--- config.mk ---
export PLATFORM = sky130hd
export DESIGN_NAME = key_press_longpress_repeat_core
export DESIGN_NICKNAME = d
export VERILOG_FILES = /design/src/rtl/kpr_pkg.sv /design/src/rtl/kpr_fsm.sv /design/src/rtl/key_press_longpress_repeat_core.sv
export SDC_FILE = /design/constraint.sdc
export NUM_CORES = 1
export LEC_CHECK = 0
export ABC_AREA = 1
export BUFFER_PORTS_ARGS = -buffer_cell sky130_fd_sc_hd__buf_2
export CAP_MARGIN = 10
export CORE_UTILIZATION = 40
export DETAILED_ROUTE_END_ITERATION = 8
export SLEW_MARGIN = 20
export SYNTH_ARGS = -nofsm -noshare
export SYNTH_HDL_FRONTEND = slang
export SYNTH_HIERARCHICAL = 1
export SYNTH_SLANG_ARGS = --single-unit
--- constraint.sdc ---
create_clock -name aclk -period 5.8 [get_ports aclk]
set_input_delay 1.16 -clock aclk [delete_from_list [all_inputs] [get_ports aclk]]
set_output_delay 1.16 -clock aclk [all_outputs]
set_load 0.005 [all_outputs]
--- src/rtl/kpr_pkg.sv ---
// Shared types and constants for the key long-press / auto-repeat detector.
// No dependencies.
`default_nettype none

package kpr_pkg;

    localparam int unsigned TIME_W  = 32;
    localparam int unsigned LIMIT_W = 16;
    localparam int unsigned CFG_IDX_W = 2;

    // Register indexes of the configuration port
    localparam logic [CFG_IDX_W-1:0] CFG_SINGLE = 2'd0;
    localparam logic [CFG_IDX_W-1:0] CFG_LONG   = 2'd1;
    localparam logic [CFG_IDX_W-1:0] CFG_REPEAT = 2'd2;

    localparam logic [LIMIT_W-1:0] SINGLE_RST = 16'd50;
    localparam logic [LIMIT_W-1:0] LONG_RST   = 16'd1000;
    localparam logic [LIMIT_W-1:0] REPEAT_RST = 16'd200;

    typedef enum logic [1:0] {
        EV_NONE   = 2'd0,
        EV_SINGLE = 2'd1,
        EV_LONG   = 2'd2,
        EV_REPEAT = 2'd3
    } kpr_event_t;

    typedef enum logic [3:0] {
        PH_IDLE    = 4'b0001,
        PH_PRESSED = 4'b0010,
        PH_LONG    = 4'b0100,
        PH_REPEAT  = 4'b1000
    } kpr_phase_t;

    typedef struct packed {
        logic [LIMIT_W-1:0] single_press_ms;
        logic [LIMIT_W-1:0] long_press_ms;
        logic [LIMIT_W-1:0] repeat_ms;
    } kpr_cfg_t;

endpackage

`default_nettype wire

--- src/rtl/kpr_fsm.sv ---
// Phase machine and transition timer of the key detector.
// Depends on kpr_pkg.
`default_nettype none

module kpr_fsm import kpr_pkg::*; (
    input  wire logic              aclk,
    input  wire logic              aresetn,
    input  wire logic              step,
    input  wire logic [TIME_W-1:0] now_ms,
    input  wire logic              key_down,
    input  wire kpr_cfg_t          cfg,
    output kpr_event_t             event_code
);

    kpr_phase_t          phase_reg, phase_next;
    logic [TIME_W-1:0]   mark_reg, mark_next;
    logic [TIME_W-1:0]   elapsed;
    logic [LIMIT_W-1:0]  limit;
    kpr_phase_t          adv_phase;
    kpr_event_t          adv_event;
    logic                expired;

    // modulo 2^32 difference, so clock wrap is harmless
    assign elapsed = now_ms - mark_reg;
    assign expired = elapsed > {{(TIME_W-LIMIT_W){1'b0}}, limit};

    always_comb begin
        unique case (phase_reg)
            PH_PRESSED: begin
                limit = cfg.single_press_ms;
                adv_phase = PH_LONG;
                adv_event = EV_SINGLE;
            end
            PH_LONG: begin
                limit = cfg.long_press_ms;
                adv_phase = PH_REPEAT;
                adv_event = EV_LONG;
            end
            PH_REPEAT: begin
                limit = cfg.repeat_ms;
                adv_phase = PH_REPEAT;
                adv_event = EV_REPEAT;
            end
            default: begin
                limit = '0;
                adv_phase = PH_IDLE;
                adv_event = EV_NONE;
            end
        endcase
    end

    always_comb begin
        phase_next = phase_reg;
        mark_next  = mark_reg;
        event_code = EV_NONE;
        if (phase_reg == PH_IDLE) begin
            if (key_down) begin
                phase_next = PH_PRESSED;
                mark_next  = now_ms;
            end
        end else if (expired) begin
            if (key_down) begin
                phase_next = adv_phase;
                mark_next  = now_ms;
                event_code = adv_event;
            end else begin
                phase_next = PH_IDLE;
            end
        end
    end

    always_ff @(posedge aclk) begin
        if (!aresetn) begin
            phase_reg <= PH_IDLE;
            mark_reg  <= '0;
        end else if (step) begin
            phase_reg <= phase_next;
            mark_reg  <= mark_next;
        end
    end

`ifndef NO_ASSERTIONS
    a_idle_no_event: assert property (@(posedge aclk) disable iff (!aresetn)
        step && phase_reg == PH_IDLE |-> event_code == EV_NONE)
        else $error("event reported from idle");

    a_event_marks: assert property (@(posedge aclk) disable iff (!aresetn)
        step && event_code != EV_NONE |=> mark_reg == $past(now_ms))
        else $error("timer not restarted on event");

    a_hold_state: assert property (@(posedge aclk) disable iff (!aresetn)
        !step |=> $stable(phase_reg) && $stable(mark_reg))
        else $error("state changed without a poll");
`endif

endmodule

`default_nettype wire

--- src/rtl/key_press_longpress_repeat_core.sv ---
// Result path: each poll passes the input register, then the result register.
// Throughput: one poll per cycle unless a result waits on m_ready; phase/timer loop is registered.
// Reset: aresetn synchronous, active low; phase idle, mark time 0,
// hold times 50/1000/200 ms, both pipeline registers empty.
// Depends on kpr_pkg and kpr_fsm.
`default_nettype none

module key_press_longpress_repeat_core import kpr_pkg::*; (
    input  wire logic                 aclk,
    input  wire logic                 aresetn,
    input  wire logic                 s_valid,
    output logic                      s_ready,
    input  wire logic [TIME_W-1:0]    s_now_ms,
    input  wire logic                 s_key_down,
    output logic                      m_valid,
    input  wire logic                 m_ready,
    output logic [1:0]                m_event_res,
    input  wire logic                 cfg_we,
    input  wire logic [CFG_IDX_W-1:0] cfg_index,
    input  wire logic [LIMIT_W-1:0]   cfg_wdata
);

    kpr_cfg_t            cfg_reg;
    logic                in_valid_reg;
    logic [TIME_W-1:0]   in_now_reg;
    logic                in_key_reg;
    logic                out_valid_reg;
    kpr_event_t          out_event_reg;
    kpr_event_t          event_code;
    logic                advance;

    // the held poll moves on when the result register is free or being drained
    assign advance = in_valid_reg && (!out_valid_reg || m_ready);
    assign s_ready = !in_valid_reg || advance;

    always_ff @(posedge aclk) begin
        if (!aresetn) begin
            cfg_reg.single_press_ms <= SINGLE_RST;
            cfg_reg.long_press_ms   <= LONG_RST;
            cfg_reg.repeat_ms       <= REPEAT_RST;
        end else if (cfg_we) begin
            if (cfg_index == CFG_SINGLE) cfg_reg.single_press_ms <= cfg_wdata;
            if (cfg_index == CFG_LONG)   cfg_reg.long_press_ms   <= cfg_wdata;
            if (cfg_index == CFG_REPEAT) cfg_reg.repeat_ms       <= cfg_wdata;
        end
    end

    always_ff @(posedge aclk) begin
        if (!aresetn) begin
            in_valid_reg <= 1'b0;
        end else if (s_ready) begin
            in_valid_reg <= s_valid;
        end
    end

    always_ff @(posedge aclk) begin
        if (s_ready && s_valid) begin
            in_now_reg <= s_now_ms;
            in_key_reg <= s_key_down;
        end
    end

    kpr_fsm u_fsm (
        .aclk       (aclk),
        .aresetn    (aresetn),
        .step       (advance),
        .now_ms     (in_now_reg),
        .key_down   (in_key_reg),
        .cfg        (cfg_reg),
        .event_code (event_code)
    );

    always_ff @(posedge aclk) begin
        if (!aresetn) begin
            out_valid_reg <= 1'b0;
        end else if (advance) begin
            out_valid_reg <= 1'b1;
        end else if (m_ready) begin
            out_valid_reg <= 1'b0;
        end
    end

    always_ff @(posedge aclk) begin
        if (advance) begin
            out_event_reg <= event_code;
        end
    end

    assign m_valid     = out_valid_reg;
    assign m_event_res = out_event_reg;

endmodule

`default_nettype wire

After elaboration in Yosys (flattened, before gate mapping)
Index checks and enable logic that the tools add are counted.
{"block": "op_classes", "add_sub_neg": 1, "n_mul": 0, "n_div": 0, "order_cmp": 1, "eq_ne": 7, "n_shift": 0, "muxes": 12, "n_bitwise": 2, "n_reduce_logical": 16}
{"operator": "32-bit two-way mux", "n": 3}
{"operator": "16-bit one-hot mux with 3 select lines", "n": 1}
{"operator": "32-bit by 16-bit > comparator with 1-bit output", "n": 1}
{"operator": "32-bit subtractor", "n": 1}
{"operator": "4-bit two-way mux", "n": 4}
{"operator": "4-bit one-hot mux with 2 select lines", "n": 1}
{"operator": "2-bit AND reduction", "n": 4}
{"operator": "2-bit one-hot mux with 3 select lines", "n": 1}
{"operator": "4-bit by 1-bit equality test with 1-bit output (second input constant)", "n": 1}
{"operator": "4-bit by 2-bit equality test with 1-bit output (second input constant)", "n": 1}
{"operator": "4-bit by 3-bit equality test with 1-bit output (second input constant)", "n": 1}
{"operator": "4-bit equality test (second input constant)", "n": 1}
{"operator": "2-bit nonzero test", "n": 2}
{"operator": "3-bit AND reduction", "n": 1}
{"operator": "3-bit OR reduction", "n": 1}
{"operator": "2-bit by 1-bit equality test with 1-bit output (second input constant)", "n": 1}
{"operator": "2-bit equality test (second input constant)", "n": 1}
{"operator": "1-bit logical AND", "n": 2}
{"operator": "1-bit zero test", "n": 2}
{"operator": "2-bit zero test", "n": 1}
{"operator": "1-bit logical OR", "n": 2}
{"operator": "1-bit two-way mux", "n": 2}
{"operator": "2-bit != test (second input constant)", "n": 1}
{"operator": "1-bit NOT", "n": 2}
{"operator": "2-bit OR reduction", "n": 1}
{"block": "totals", "ff_bits": 121, "latchBits": 0, "ramBits": 0, "rom_bits": 0, "inputBits": 56, "out_inout_bits": 4, "mem_count": 0}

Logic depth before layout (Yosys ltp)
Gate-level depths: netlist of run 1.
{"block": "logic_depth", "word_depth": 6, "depth_mapped": 29}

Cells and area by module
Netlist of run 1, hierarchy kept.
{"mod": "kpr_fsm", "instances": 1, "cells_each": 856, "area_per_inst_um2": 4657.0}
{"mod": "key_press_longpress_repeat_core", "instances": 1, "cells_each": 338, "area_per_inst_um2": 3156.8}

Worst setup path after synthesis of run 1
Ideal clock, no wire load.
{"block": "synth_timing", "kind": "reg2reg", "start": "register in_now_reg[0]", "end": "register u_fsm.mark_reg[1]", "setup_time_ns": 0.113, "arrival_ns": 3.313, "path_slack_ns": 2.375, "path_stages_with_launch": 27, "path_buffers": 1, "cell_sequence": "edfxtp_1 > inv_1 > ha_1 > inv_1 > fa_1 > nand3_1 > nand3_1 > nand2_1 > nand2_1 > nand2_1 > nand2_1 > xor2_1 > ha_1 > nand2_1 > nor4_1 > nand3_1 > nand2_1 > nand3_1 > nor2_1 > nand2_1 > nor2_4 > nand3_4 > nand3_4 > buf_4 > nand2_1 > nand2_1 > nor2_1"}
{"block": "synth_between", "elab_chain_cells": 4}
{"element": "start, declared", "line_no": "key_press_longpress_repeat_core.sv:25", "rtl": "logic [TIME_W-1:0] in_now_reg;"}
{"element": "start signal, assigned", "line_no": "key_press_longpress_repeat_core.sv:58", "rtl": "in_now_reg <= s_now_ms;"}
{"element": "32-bit subtractor", "line_no": "kpr_fsm.sv:24", "rtl": "assign elapsed = now_ms - mark_reg;"}
{"element": "32-bit by 16-bit > comparator with 1-bit output", "line_no": "kpr_fsm.sv:25", "rtl": "assign expired = elapsed > {{(TIME_W-LIMIT_W){1'b0}}, limit};"}
{"element": "2-bit nonzero test (no line)"}
{"element": "2-bit AND reduction (no line)"}
{"element": "end signal, assigned", "line_no": "kpr_fsm.sv:78", "rtl": "mark_reg <= mark_next;"}
{"element": "end, declared", "line_no": "kpr_fsm.sv:16", "rtl": "logic [TIME_W-1:0] mark_reg, mark_next;"}
No other way between the ends.
A chain may end at the register's enable or synchronous reset.

Worst setup path after layout of run 1
{"block": "layout_timing", "start": "register in_now_reg[0]", "end": "register u_fsm.mark_reg[24]"}
Same word-level chain as after synthesis.

==> results of run 1 <==
cells in the mapped netlist (all sizes together):
cell	n	area share (%)
and2	4	0.32
nand3	70	5.0
o21ai	3	0.19
xor2	15	1.7
ha	47	7.5
a21o	2	0.19
clkinv	1	0.048
nor4	2	0.16
fa	1	0.26
nor3	6	0.45
nand4	14	1.1
nand2	409	20
clkbuf	7	0.34
and3	2	0.16
o21a	1	0.096
buf	25	2.4
o2111ai	1	0.11
dfxtp	86	22
inv	202	9.7
a21oi	61	3.9
o21bai	1	0.096
a22o	15	1.7
nand3b	4	0.38
nor2	180	8.9
edfxtp	35	13
cell type report:
| type | count | area (sq um) |
|---|---|---|
| clock inverters | 15 | 151 |
| multi-input cells | 838 | 4080 |
| clock buffers | 17 | 425 |
| repair buffers | 66 | 348 |
| flip-flops and latches | 121 | 2770 |
| well taps | 260 | 325 |
| fillers | 1990 | 10100 |
| inverters | 203 | 762 |
per-layer routing:
| metal | up-vias | wire length (microns) | GRT usage (%) |
|---|---|---|---|
| met4 | 0 | 243 | 6.40 |
| li1 | 3793 | - | - |
| met5 | - | 0 | 0 |
| met3 | 17 | 588 | 4.05 |
| met2 | 89 | 8710 | 34.9 |
| met1 | 3076 | 9080 | 24.9 |
worst max path at each step:
stage	start	to	slack (ps)
2_1_floorplan	in_now_reg[0]	u_fsm/mark_reg[1]	2370
3_3_place_gp	in_now_reg[0]	u_fsm/mark_reg[3]	1790
3_5_place_dp	in_now_reg[0]	u_fsm/mark_reg[25]	1580
4_1_cts	in_now_reg[0]	u_fsm/mark_reg[24]	1560
5_1_grt	in_now_reg[0]	u_fsm/mark_reg[11]	1000
6_report	in_now_reg[0]	u_fsm/mark_reg[24]	1550
power by group:
| group | total [mW] | internal, mW | switching, mW |
|---|---|---|---|
| Combinational | 0.495 | 0.175 | 0.319 |
| Clock | 1.05 | 0.605 | 0.442 |
| Sequential | 0.940 | 0.918 | 0.0226 |
worst max-delay path: stages, from the launching register on:
cell and delay [ps]:
edfxtp_1 390, inv_1 80, ha_1 140, inv_1 70, fa_1 430, nand3_1 90
nand3_1 150, nand2_1 100, nand2_1 110, nand2_1 100, nand2_1 100, xor2_1 160
ha_1 280, nand2_1 70, nor4_1 380, nand3_1 130, nand2_1 100, nand3_1 70
nor2_1 100, nand2_1 80, nor2_4 120, nand3_4 110, nand3_4 430, nand2_1 120
nand2_1 90, nor2_1 40
cell families (layout without fill, tap and decap cells):
| logic type | Yosys count | count (layout) | synth area share, % |
|---|---|---|---|
| compound gates | 84 | 84 | 6.28 |
| fa+ha+maj | 48 | 48 | 7.78 |
| xor+xnor | 15 | 15 | 1.68 |
| flops | 121 | 121 | 35.5 |
| simple gates | 691 | 691 | 36.3 |
| buf+inv | 235 | 301 | 12.5 |
per-stage QoR:
stage,hold WS [ps],cells,total power [mW]
final,465,1520,2.48
after global routing,497,1520,2.64
after CTS,459,1520,2.51
after detailed placement,443,1488,1.45
after global placement,440,1488,1.45
after floorplan,429,1194,1.33
==> impl_results.md, run 1 <==
- Starting Density: 41.2%
- RSZ-0062 raised after global routing: false
- Area after DPL: 8280 sq um
- Max_cap viols: 0
- Final worst path period need: 4250 ps
- Total grt overflow: 0
- Number of remaining DRC errors: 0
- Setup slack, reg-to-reg: 1550 ps
- CTS max path bufs: 2
- Syn. warnings: 6
- Crit path max fanout: 62
- Final setup fails: 0
- Max-slew violation count: 0
- DRT antenna net count: 0
- Die X: 142 microns
- Peak supply drop: 0.000188 V
- Crit path launch type: flip-flop
- Pwr/cell area: 280 nW/um^2
- Clk slew on worst S/H paths: 60 ps
- Layout area overhead: 13.4%
- Clk Latency, worst-skew pair: 430 ps
- Post-Synthesis Cell Area: 7810 sq um
- Min-delay src: cfg_reg[19]
- Worst hold path class: reg2reg
- Most common cell after layout, fill and taps aside: nand2_1
- Largest register FFs: 48
- Gate Count Post-Synth: 1194
- Drt wl/cell: 12.3 microns
- CTS tree: yes
- Ports: 60
- Period utilisation layout: 73.2%
- Dpl hpwl: 13700 microns
- Leak Pwr: 4.73 nW
- Setup WS pre-CTS: 1580 ps
- CP arrival: 4560 ps
- Sinks on Clock Net: 121
- Peak Freq: 235 MHz
- DR pass1 iterations: 4
- Post-CTS Setup Inserts: 0
- Post-route cell area: 8860 sq um
- Status: completed
- Required time of the critical path: 6110 ps
- Worst Reg-to-Reg Cells: 25
- Mapped Avg Cell Area: 6.54 sq um
- Num CTS Buffers: 17
- Register bit count reported by yosys: 121
- Final-report hold violation count: 0
- Reg2reg end: u_fsm/mark_reg[24]
- Tightest Pin Transition: 731 ps
- Hold Path Cell Cnt: 2
- Most frequent cells in the layout: nand2_1 (408), inv_1 (193), nor2_1 (176)
- Chip height: 142 microns
- H-tree Lvls: 4
- Share of layout cells above drive strength 1: 9.44%
- Worst r2r src: in_now_reg[0]
- Routed WL: 18600 microns
- Pin count of the biggest net entering global routing: 63
- CORE AREA: 19000 sq um
- Syn_nets: 1298
- Die area: 20100 sq um
- Setup crit end kind: flip-flop
- Setup_tns: 0 ps
- Max-slew headroom: 51.3%
- Port bufs: 59
- Vias in the first global route: 6729
- Global-route wire length before repair: 31800 microns
- Setup ws final: 1550 ps
- Cts hold-fix bufs: 0
- Fin nets: 1351
- Min-Delay Endpoint: cfg_reg[19]
- Yosys cell types: 35
- Via count: 6975
- Sequential share of the synthesized area: 35.5%
- Final core occ: 46.7%
- Initial antenna violation count: 0
- Crit path kind: reg2reg
- Aggregate global-route resource usage: 20.1%
- Diode count: 0
- Via density: 4.59
- Clock skew: 11.0 ps
- Root buffer cell: clkbuf_16
- RePlAce Congestion: 0.928
- Site Rows: 50
- Resized cells post-CTS: 0
- Starting DRT DRC Count: 342
(Power assumes the default switching activity.)
==> run 2: changes to the inputs <==
- ABC_AREA: 1 -> 0
- clock period: 5.8 -> 4.32 ns (I/O delays scaled with it)
==> run 2 against run 1 <==
Against the previous run:
- the flow now finishes with violations (negative setup slack)
- non-clock buffer count up 36
- wire length down 4.9%
- register-to-register slack worse by 1600 ps
==> impl_results.md, run 2 <==
- Root buffer cell: clkbuf_16
- Reg2reg end: u_fsm/mark_reg[12]
- Filler instances: 1643
- Worst-path cell chain: inv_1 -> ha_2 -> inv_2 -> fa_2 -> a21o_1 -> a221o_1 -> a32oi_2 -> and2_4 -> o21ai_2 -> xor2_1 -> ha_1 -> nand4_1 -> or3_4 -> or2_4 -> a21oi_2 -> and4_4 -> a41oi_4 -> and2_4 -> clkbuf_16 -> mux2i_1
- CTS tree: yes
- Peak supply drop: 0.000284 V
- Layout area overhead: 20.8%
- Register bit count reported by yosys: 121
- Crit path launch type: flip-flop
- Worst Reg-to-Reg Cells: 20
- Critical-path top delay cell: edfxtp_1
- Max-slew headroom: 33.9%
- Dpl hpwl: 11800 microns
- Overall power: 3.22 mW
- Crit path max fanout: 4
- Yosys cell types: 71
- Fin Hold WS: 456 ps
- Count leader, synth: nand2_1
- Setup slack, reg-to-reg: -40 ps
- DR pass1 iterations: 7
- Ports: 60
- Most common cell after layout, fill and taps aside: nand2_1
- RePlAce Congestion: 0.861
- Tightest Pin Transition: 992 ps
- H-tree Lvls: 4
- Crit path kind: reg2reg
- Required time of the critical path: 4620 ps
- CTS max path bufs: 2
- Final core occ: 49.9%
- Syn. warnings: 6
- Status: finished, violations left
- Starting Density: 41.3%
- Synth async-reset ratio: 0%
- Mapped Avg Cell Area: 9.17 sq um
- Setup ws final: -35.7 ps
- Pwr/cell area: 370 nW/um^2
- Initial antenna violation count: 0
- Global-route wire length before repair: 28800 microns
- Post-Layout Cell Count: 1105
- Peak Freq: 230 MHz
- Largest stage delay on the critical path: 380 ps
- Max_cap viols: 0
- Final setup fails: 16
- Drt wl/cell: 16.0 microns
- Pin count of the biggest net entering global routing: 110
- Post-synth EDFFs: 35
- Vias in the first global route: 5667
- Post-Synthesis Cell Area: 7220 sq um
- Chip height: 136 microns
- Post-synth top area share: 23.9%
- Largest cells by area after synthesis: dfxtp_1 (24%), edfxtp_1 (15%), mux2i_1 (11%)
- Die X: 136 microns
- Sinks on Clock Net: 121
- Via count: 5998
- Via density: 5.43
- Setup crit end kind: flip-flop
- Top FF cell, synth: dfxtp_1
- Final worst path period need: 4360 ps
- Failing checks: negative setup slack
- Post-placement cell count: 1052
- Total grt overflow: 0
- End of the critical path: u_fsm/mark_reg[12]
- Clk slew on worst S/H paths: 60 ps
- Most frequent cells in the layout: nand2_1 (151), dfxtp_1 (86), mux2i_1 (80)
- Number of remaining DRC errors: 0
- Sequential share of the synthesized area: 38.4%
- Aggregate global-route resource usage: 20.1%
- DRT antenna net count: 0
- Top cell by count, worst path: and2_4
- CORE AREA: 17500 sq um
- CP startpoint: in_now_reg[0]
- Fin nets: 971
- CP arrival: 4660 ps
- Top cells by instance count after synthesis: nand2_1 (151), dfxtp_1 (86), mux2i_1 (80)
- Leading area contributor after synthesis: dfxtp_1
- Worst r2r src: in_now_reg[0]
- Routed WL: 17700 microns
- Largest register FFs: 48
- Starting DRT DRC Count: 467
- Worst hold path class: reg2reg
- RSZ-0062 raised after global routing: true
- Clock skew: 9.70 ps
- Gate Count Post-Synth: 787
- Diode count: 0
- Clk Latency, worst-skew pair: 420 ps
- Syn_nets: 891
- Site Rows: 48
- Period utilisation layout: 101%
- Final-report hold violation count: 0
- Hold Path Cell Cnt: 2
- Num CTS Buffers: 17
- Leak Pwr: 3.42 nW
- Share of layout cells above drive strength 1: 19.8%
- Die area: 18600 sq um
- Max-slew violation count: 0
- Port bufs: 59
-- run 2: worst min-delay path by stage --
stage,slack (ps),start,endpoint
6_report,460,u_fsm/mark_reg[25],u_fsm/mark_reg[25]
5_1_grt,470,u_fsm/mark_reg[28],u_fsm/mark_reg[28]
4_1_cts,460,u_fsm/mark_reg[25],u_fsm/mark_reg[25]
3_5_place_dp,450,u_fsm/mark_reg[25],u_fsm/mark_reg[25]
3_3_place_gp,440,u_fsm/mark_reg[26],u_fsm/mark_reg[26]
2_1_floorplan,430,cfg_reg[32],cfg_reg[32]
-- run 2: cell type report --
class                      instances  area, sq um  share of cell area, %
multi-input combinational        580         4240                   48.6
sequential                       121         2770                   31.8
timing repair buffer             102          679                   7.79
clock buffer                      20          468                   5.37
tap                              225          282                   3.23
inverter                          45          169                   1.94
clock inverter                    12          111                   1.28
-- run 2: through the flow --
stage	setup slack, ps	TNS [ps]	area [sq um]
after global placement	-158	-4970	7770
after CTS	-33.2	-410	8630
after global routing	-179	-4780	8720
after detailed placement	-296	-8640	7770
final	-35.7	-270	8720
after floorplan	0.621	0	7220
-- run 2: cells by family after synthesis --
group                      after synthesis  share of synthesized area, %
and+or+nand+nor                        262                          17.3
AOI/OAI and AO/OA                      168                          16.7
DFF                                    121                          38.4
buffers and inverters                   88                          5.55
muxes                                   81                          11.3
adders and majority gates               48                          8.43
xor gates and xnor gates                19                          2.31
-- run 2: repair_timing --
action,CTS,global route
gates cloned,2,1
hold buffers,0,0
setup buffers,18,2
pin swaps,5,6
setup endpoints to repair,33,38
hold endpoints to repair,0,0
resized for setup,22,10
-- run 2: power by group --
part	internal [mW]	switching, mW	total, mW	leakage (nW)
clock	0.845	0.540	1.39	0.283
sequential	1.22	0.0316	1.25	1.04
combinational	0.257	0.329	0.586	2.10
total	2.32	0.901	3.22	3.42
-- run 2: routing by layer --
| layer | vias up | global-route usage [%] | routed length (microns) |
|---|---|---|---|
| met5 | - | 0 | 0 |
| met4 | 0 | 7.04 | 391 |
| met3 | 30 | 4.47 | 801 |
| met2 | 150 | 29.9 | 7620 |
| met1 | 2792 | 28.2 | 8900 |
| li1 | 3026 | - | - |
-- run 2: critical path, delay by kind of cell, from the launching register on --
family                   cells  cell delay, ps
adder cells (fa/ha/maj)      3             820
AND/OR/NAND/NOR              6            1430
flip-flops                   1             380
XOR/XNOR                     1             150
AO/OA/AOI/OAI                6            1050
buffers and inverters        3             280
multiplexers                 1             110
